<file path="config.mk">
export PLATFORM = sky130hd
export DESIGN_NAME = ble_packet_crc_whiten_encoder
export DESIGN_NICKNAME = d
export VERILOG_FILES = /design/src/rtl/blecw_pkg.sv /design/src/rtl/ble_packet_crc_whiten_encoder.sv /design/src/rtl/blecw_front.sv /design/src/rtl/blecw_fifo.sv /design/src/rtl/blecw_back.sv
export SDC_FILE = /design/constraint.sdc
export NUM_CORES = 1
export LEC_CHECK = 0
export BUFFER_PORTS_ARGS = -buffer_cell sky130_fd_sc_hd__buf_2
export CAP_MARGIN = 15
export CORE_MARGIN = 10
export CORE_UTILIZATION = 55
export CTS_CLUSTER_SIZE = 25
export DETAILED_ROUTE_END_ITERATION = 8
export GPL_TIMING_DRIVEN = 0
export PLACE_DENSITY = 0.72
export SLEW_MARGIN = 30
export SYNTH_ARGS = -nofsm -noshare
export SYNTH_HDL_FRONTEND = slang
export SYNTH_SLANG_ARGS = --single-unit
</file>
<file path="constraint.sdc">
create_clock -name clk -period 6.8 [get_ports clk]
set_clock_uncertainty 0.15 [all_clocks]
set_input_delay 0.34 -clock clk [delete_from_list [all_inputs] [get_ports clk]]
set_output_delay 0.34 -clock clk [all_outputs]
set_load 0.005 [all_outputs]
</file>
<file path="src/rtl/blecw_pkg.sv">
// ----------------------------------------------------------------------------
// blecw_pkg
// Shared types, constants and bit-level functions for the CRC and whitening
// encoder: CRC byte update, whitening mask generation and wire bit reversal.
// ----------------------------------------------------------------------------
package blecw_pkg;

  localparam logic [23:0] CRC_INIT      = 24'hAAAAAA;
  localparam logic [7:0]  CRC_TAP_LOW   = 8'hDA;
  localparam logic [7:0]  CRC_TAP_MID   = 8'h60;
  localparam logic [7:0]  LFSR_TAP      = 8'h88;
  localparam logic [6:0]  LFSR_SEED_BIT = 7'h40;
  localparam logic [5:0]  CHANNEL_RESET = 6'd37;
  localparam int          CRC_BYTES     = 3;

  typedef struct packed {
    logic [7:0]  wire_byte;
    logic        last;
    logic [23:0] crc;
    logic [6:0]  lfsr;
  } blecw_entry_t;

  typedef struct packed {
    logic [7:0] mask;
    logic [6:0] lfsr;
  } blecw_white_t;

  function automatic logic [7:0] reverse8(input logic [7:0] a);
    logic [7:0] v;
    for (int k = 0; k < 8; k++) begin
      v[7-k] = a[k];
    end
    return v;
  endfunction

  // register held as {lo, mid, hi}: one right shift moves every byte chain
  function automatic logic [23:0] crc_feed(input logic [23:0] crc, input logic [7:0] d);
    logic [23:0] t;
    logic        out;
    t = {crc[7:0], crc[15:8], crc[23:16]};
    for (int k = 0; k < 8; k++) begin
      out = t[0];
      t = t >> 1;
      if (out != d[k]) begin
        t = t ^ {CRC_TAP_LOW, CRC_TAP_MID, 8'h00};
      end
    end
    return {t[7:0], t[15:8], t[23:16]};
  endfunction

  function automatic blecw_white_t whiten(input logic [6:0] seed);
    logic [7:0]   l;
    blecw_white_t r;
    l = {1'b0, seed};
    r.mask = '0;
    for (int k = 0; k < 8; k++) begin
      if (l[0]) begin
        l = l ^ LFSR_TAP;
        r.mask[k] = 1'b1;
      end
      l = l >> 1;
    end
    r.lfsr = l[6:0];
    return r;
  endfunction

endpackage

</file>
<file path="src/rtl/ble_packet_crc_whiten_encoder.sv">
// ----------------------------------------------------------------------------
// ble_packet_crc_whiten_encoder
// Low-energy radio link-layer encoder: CRC-24 and data whitening per packet.
// ----------------------------------------------------------------------------
// Takes one packet byte per cycle while in_ready is high and emits each byte
// whitened and in wire bit order; after a byte marked is_last it appends the
// three whitened CRC bytes, the final one flagged end_of_packet. The single
// output register sends the CRC bytes one per cycle while out_ready is high.
// The front updates CRC and LFSR state for each byte and buffers up to
// QUEUE_DEPTH bytes, so input keeps flowing while CRC bytes drain. The channel
// written on the cfg port seeds the whitening at the start of the next packet;
// cfg_ready is always high.
// ----------------------------------------------------------------------------
module ble_packet_crc_whiten_encoder
  import blecw_pkg::*;
#(
  parameter int QUEUE_DEPTH = 4
) (
  input  logic       clk,
  input  logic       rst,
  input  logic       cfg_valid,
  output logic       cfg_ready,
  input  logic [5:0] cfg_data,
  input  logic       in_valid,
  output logic       in_ready,
  input  logic [7:0] data_byte,
  input  logic       is_last,
  output logic       out_valid,
  input  logic       out_ready,
  output logic [7:0] wire_byte,
  output logic       end_of_packet
);

  logic [5:0]   channel;
  logic         q_full;
  logic         q_empty;
  logic         q_push;
  logic         q_pop;
  blecw_entry_t q_entry;
  blecw_entry_t q_head;

  assign cfg_ready = 1'b1;

  always_ff @(posedge clk) begin
    if (rst) begin
      channel <= CHANNEL_RESET;
    end else if (cfg_valid && cfg_ready) begin
      channel <= cfg_data;
    end
  end

  blecw_front u_front (
    .clk       (clk),
    .rst       (rst),
    .channel   (channel),
    .in_valid  (in_valid),
    .in_ready  (in_ready),
    .data_byte (data_byte),
    .is_last   (is_last),
    .q_full    (q_full),
    .q_push    (q_push),
    .q_entry   (q_entry)
  );

  blecw_fifo #(
    .DEPTH (QUEUE_DEPTH)
  ) u_fifo (
    .clk        (clk),
    .rst        (rst),
    .push       (q_push),
    .push_entry (q_entry),
    .full       (q_full),
    .pop        (q_pop),
    .empty      (q_empty),
    .head       (q_head)
  );

  blecw_back u_back (
    .clk           (clk),
    .rst           (rst),
    .q_empty       (q_empty),
    .q_head        (q_head),
    .q_pop         (q_pop),
    .out_valid     (out_valid),
    .out_ready     (out_ready),
    .wire_byte     (wire_byte),
    .end_of_packet (end_of_packet)
  );

endmodule

</file>
<file path="src/rtl/blecw_front.sv">
// ----------------------------------------------------------------------------
// blecw_front
// Accepts packet bytes, updates the CRC and whitening state, and queues each
// encoded byte with the CRC and LFSR state needed to finish the packet.
// ----------------------------------------------------------------------------
module blecw_front
  import blecw_pkg::*;
(
  input  logic         clk,
  input  logic         rst,
  input  logic [5:0]   channel,
  input  logic         in_valid,
  output logic         in_ready,
  input  logic [7:0]   data_byte,
  input  logic         is_last,
  input  logic         q_full,
  output logic         q_push,
  output blecw_entry_t q_entry
);

  logic [23:0]  crc;
  logic [6:0]   lfsr;
  logic         packet_start;
  logic [23:0]  crc_base;
  logic [6:0]   lfsr_base;
  logic [23:0]  crc_next;
  blecw_white_t wh;

  assign in_ready = !q_full;
  assign q_push   = in_valid && in_ready;

  always_comb begin
    crc_base  = packet_start ? CRC_INIT : crc;
    lfsr_base = packet_start ? (LFSR_SEED_BIT | {1'b0, channel}) : lfsr;
    crc_next  = crc_feed(crc_base, data_byte);
    wh        = whiten(lfsr_base);
    q_entry.wire_byte = reverse8(data_byte ^ wh.mask);
    q_entry.last      = is_last;
    q_entry.crc       = crc_next;
    q_entry.lfsr      = wh.lfsr;
  end

  always_ff @(posedge clk) begin
    if (rst) begin
      packet_start <= 1'b1;
      crc          <= CRC_INIT;
      lfsr         <= '0;
    end else if (q_push) begin
      packet_start <= is_last;
      crc          <= crc_next;
      lfsr         <= wh.lfsr;
    end
  end

endmodule

</file>
<file path="src/rtl/blecw_fifo.sv">
// ----------------------------------------------------------------------------
// blecw_fifo
// Short queue of encoded entries between the front and the back.
// ----------------------------------------------------------------------------
module blecw_fifo
  import blecw_pkg::*;
#(
  parameter int DEPTH = 4
) (
  input  logic         clk,
  input  logic         rst,
  input  logic         push,
  input  blecw_entry_t push_entry,
  output logic         full,
  input  logic         pop,
  output logic         empty,
  output blecw_entry_t head
);

  localparam int PW = (DEPTH > 1) ? $clog2(DEPTH) : 1;
  localparam int CW = $clog2(DEPTH + 1);

  blecw_entry_t   slots [DEPTH];
  logic [PW-1:0]  wr_ptr;
  logic [PW-1:0]  rd_ptr;
  logic [CW-1:0]  count;

  assign full  = (count == CW'(DEPTH));
  assign empty = (count == '0);
  assign head  = slots[rd_ptr];

  always_ff @(posedge clk) begin
    if (push) begin
      slots[wr_ptr] <= push_entry;
    end
  end

  always_ff @(posedge clk) begin
    if (rst) begin
      wr_ptr <= '0;
      rd_ptr <= '0;
      count  <= '0;
    end else begin
      if (push) begin
        wr_ptr <= (wr_ptr == PW'(DEPTH - 1)) ? '0 : wr_ptr + 1'b1;
      end
      if (pop) begin
        rd_ptr <= (rd_ptr == PW'(DEPTH - 1)) ? '0 : rd_ptr + 1'b1;
      end
      if (push && !pop) begin
        count <= count + 1'b1;
      end else if (pop && !push) begin
        count <= count - 1'b1;
      end
    end
  end

endmodule

</file>
<file path="src/rtl/blecw_back.sv">
// ----------------------------------------------------------------------------
// blecw_back
// Drains queued entries into the output register and appends the three
// whitened CRC bytes after the last byte of each packet.
// ----------------------------------------------------------------------------
module blecw_back
  import blecw_pkg::*;
(
  input  logic         clk,
  input  logic         rst,
  input  logic         q_empty,
  input  blecw_entry_t q_head,
  output logic         q_pop,
  output logic         out_valid,
  input  logic         out_ready,
  output logic [7:0]   wire_byte,
  output logic         end_of_packet
);

  localparam int NW = $clog2(CRC_BYTES + 1);

  logic [NW-1:0] crc_left;
  logic [23:0]   crc;
  logic [6:0]    lfsr;
  logic          load;
  blecw_white_t  wh;

  assign load  = !out_valid || out_ready;
  assign q_pop = load && (crc_left == '0) && !q_empty;
  assign wh    = whiten(lfsr);

  always_ff @(posedge clk) begin
    if (rst) begin
      out_valid <= 1'b0;
      crc_left  <= '0;
    end else if (load) begin
      if (crc_left != '0) begin
        out_valid <= 1'b1;
        crc_left  <= crc_left - 1'b1;
      end else if (!q_empty) begin
        out_valid <= 1'b1;
        crc_left  <= q_head.last ? NW'(CRC_BYTES) : '0;
      end else begin
        out_valid <= 1'b0;
      end
    end
  end

  always_ff @(posedge clk) begin
    if (load) begin
      if (crc_left != '0) begin
        wire_byte     <= reverse8(crc[23:16] ^ wh.mask);
        end_of_packet <= (crc_left == NW'(1));
        crc           <= {crc[15:0], 8'h00};
        lfsr          <= wh.lfsr;
      end else if (!q_empty) begin
        wire_byte     <= q_head.wire_byte;
        end_of_packet <= 1'b0;
        crc           <= q_head.crc;
        lfsr          <= q_head.lfsr;
      end
    end
  end

endmodule
</file>
==> results by group <==
Floorplanning
  • Ports: 32
  • Initial Util: between 50% and 60%
  • Die Footprint: approximately 25000 sq um
  • Die height: approximately 160 um
  • Die Wd: about 160 um
  • CORE AREA: approximately 19000 sq um
  • Num rows: 50

Drt
  • Final wirelength: between 20000 and 25000 um
  • Router iterations before antenna repair: 5
  • Via density: a little under 6
  • Via count: between 5000 and 6000
  • First DRT Iteration DRCs: 580
  • WL/cell: 22.8 um
  • Final ANT Viol Nets: 0
  • DRC: 0

STA
  • Final setup violation count: 0
  • Max frequency: 276 MHz
  • Period utilisation layout: between 50 and 60%
  • RSZ-0062 raised after global routing: no
  • Hold Fails Final Rpt: 0
  • Max Slew Vio Count: 0
  • Total negative slack: 0 ps
  • WHS: 31.3 ps
  • Fin crit period: about 3600 ps
  • Worst-case headroom to the max-slew limit: between 30% and 40%
  • Actual slew at the worst max-slew pin: ~970 ps

Global route
  • Largest net degree at the start of global routing: 40
  • Vias in the first global route: roughly 6000
  • First-pass GRT wire length: roughly 35000 um
  • Grt met1 use: ~25%
  • GR peak layer: met2
  • GR met3 Demand/Resource: between 3 and 4%
  • Tot GR Track Use: 18.3%
  • Met2 usage: 29.3%
  • Initial antenna violation count: 0
  • GR Overflow Total: 0

Critical path
  • CP max stage cell: clkbuf_1
  • R2r endpoint: u_fifo.count[2]
  • Kind of end point of the critical path: flop
  • R2r worst-path depth: 11
  • Reg2reg setup slack: 3180 ps
  • Crit Path Max Fanout: 10
  • Most used cell, CP: clkbuf_1
  • CP Data Arrival Time: roughly 3900 ps
  • Worst reg2reg startpoint: u_fifo.count[0]
  • Worst endpoint required time: 7100 ps
  • Crit-path max cell delay: between 500 and 600 ps
  • Startpoint Class: flop
  • Crit path buf inv count: 4
  • Setup CP Type: reg2reg
  • CP Cell Sequence: or3b_1, clkbuf_1, nand2_1, inv_2, clkbuf_1, ha_1, inv_1, fa_1, xor2_1, or3_1, a21oi_1
  • CP top delay family: buffers and inverters

Clocking
  • H-tree depth: 1
  • CTS buffer count: 25
  • Clk pin slew, worst setup/hold paths: roughly 60 ps
  • Root Driver: clkbuf_16
  • CTS sink count: 250
  • TritonCTS clock tree: built
  • Maximum root-to-sink buffer count: 3
  • Clk Latency, worst-skew pair: ~530 ps

Synth
  • Multiplexer area fraction after synthesis: 11.6%
  • Post-Synth Simple-Gate Area: 6.74%
  • Main combinational cell family by area after synthesis: multiplexers
  • Register bit count reported by yosys: 250
  • Cell taking the most area after synthesis: edfxtp_1
  • Syn Nets: ~700
  • Yosys warnings: 0
  • Synth top area share: approximately 57%
  • Cell count after synthesis: 671
  • Post-Syn Area: between 10000 and 15000 sq um
  • Adder-cell share of the synthesized area: 0.905%
  • Avg Inst Size Synth: ~16 sq um
  • Largest cells by area after synthesis: edfxtp_1 57%, dfxtp_1 9.5%, mux4_2 8.6%
  • Compound-Gate Fraction of Synth Area: 3.77%
  • Yosys cell types: 46
  • Sequential share of the synthesized area: between 60% and 70%
  • Synth Area in XOR/XNOR: 8.38%

Place
  • Placed Instance Area: between 10000 and 15000 sq um
  • GPL Wtd Cong: slightly below 0.9
  • Dpl cells: around 940
  • PortBufs: 25
  • DP HPWL: around 15000 um

Outcome
  • Status: finished clean

Power and ir drop
  • Tot Pwr: about 5.1 mW
  • P_leak: about 4.1 nW
  • Pwr dens: ~420 nW/um^2
  • Max IR drop VDD: between 0.2 and 0.3 mV

Cells and area
  • Finished Layout Cells: about 990
  • Most common cell after layout, fill and taps aside: edfxtp_1
  • Number of fill cells in the layout: 1332
  • Layout cells sized above 1: between 20% and 30%
  • Most frequent cells in the layout: 200 x edfxtp_1, 52 x xnor2_1, 50 x dfxtp_1
  • Synth-to-Final Area Change: 14.4%
  • Ant. Diodes: 0
  • Final net count: about 760
  • Final Cell Area: 12000 sq um

Worst hold path
  • Worst Hold End: u_back.out_valid
  • Hold_sp: out_ready
  • Hold Crit Depth: 4
  • Hold crit path type: in2reg

Job
  • Max-cap violations: 0
## layout make-up
cell class | instances | area (sq um) | area share (%)
well taps | 234 | 293 | 2.43
repair buffers | 38 | 360 | 3.00
clock buffers | 36 | 737 | 6.13
multi-input cells | 375 | 3340 | 27.8
plain buffers | 35 | 155 | 1.29
flip-flops and latches | 250 | 7010 | 58.3
clock inverters | 10 | 92.6 | 0.770
inverters | 11 | 41.3 | 0.343
## how the worst max path moves through the flow
stage / from / end / slack [ps] / cells after the start
after floorplan: u_back.crc_left[0] / u_back.crc[0] / 3470 / 3
after global placement: u_back.crc_left[0] / u_back.crc[1] / 2090 / 3
after detailed placement: u_fifo.count[0] / u_fifo.count[2] / 3220 / 11
after CTS: u_fifo.count[0] / u_fifo.count[2] / 3190 / 11
after global routing: u_fifo.count[0] / u_fifo.count[2] / 3040 / 11
final: u_fifo.count[0] / u_fifo.count[2] / 3180 / 11
## cells in the mapped netlist, drive strengths merged
cell / number
xnor3: 5
and3: 8
a211oi: 6
o21a: 1
o21ai: 18
o211ai: 2
nand2: 43
conb: 1
ha: 6
or3b: 1
or2: 3
nor2: 38
a211o: 14
inv: 11
a21oi: 17
nand3: 3
nor3: 9
fa: 1
nor2b: 11
buf: 16
clkbuf: 19
or4: 1
and2: 16
nor3b: 2
xnor2: 53
o211a: 2
or3: 4
mux2i: 12
xor2: 33
nand2b: 1
nor4: 1
nand3b: 4
edfxtp: 200
mux4: 40
mux2: 18
dfxtp: 50
a31oi: 1
## layer usage
| layer | vias to the layer above | part of all wire, % |
|---|---|---|
| li1 | 2615 | - |
| met1 | 2955 | 43 |
| met2 | 190 | 49 |
| met3 | 35 | 6.5 |
| met4 | 0 | 2.0 |
| met5 | - | 0 |
## cell families after synthesis
logic type      Yosys count
other cells               1
mux                      70
buf+inv                  46
compound gates           61
xor+xnor                 91
simple gates            145
fa+ha+maj                 7
flops                   250
## sequential cells by signal (all words and copies together) (netlist names), named ones only
signal                count
u_back.end_of_packet      1
u_back.wire_byte          8
u_front.lfsr              7
u_front.packet_start      1
u_back.crc               24
u_front.crc              24
u_fifo.rd_ptr             2
u_fifo.count              3
channel                   6
u_fifo.slots            160
u_back.lfsr               7
u_fifo.wr_ptr             2
u_back.crc_left           2
u_back.out_valid          1
## report_power, final
group	internal (mW)	switching, mW
clock	0.795	0.564
combinational	0.641	0.811
sequential	2.12	0.137
## worst min-delay path, delay by kind of cell
family,cells,cell delay [ps]
buffers and inverters,2,150
AOI/OAI and AO/OA,1,60
and+or+nand+nor,1,100
## through the flow
stage | setup WS, ps | util (%)
after floorplan | 3470 | -
after global placement | 2090 | 58.2
after detailed placement | 3220 | 59.3
after CTS | 3190 | 64.1
after global routing | 3040 | 64.1
final | 3180 | 64.1
## repair_timing
action	CTS	global route
resized for setup	0	0
hold buffers	7	0
setup buffers	0	0
hold endpoints to repair	11	0
(Power assumes the default switching activity.)
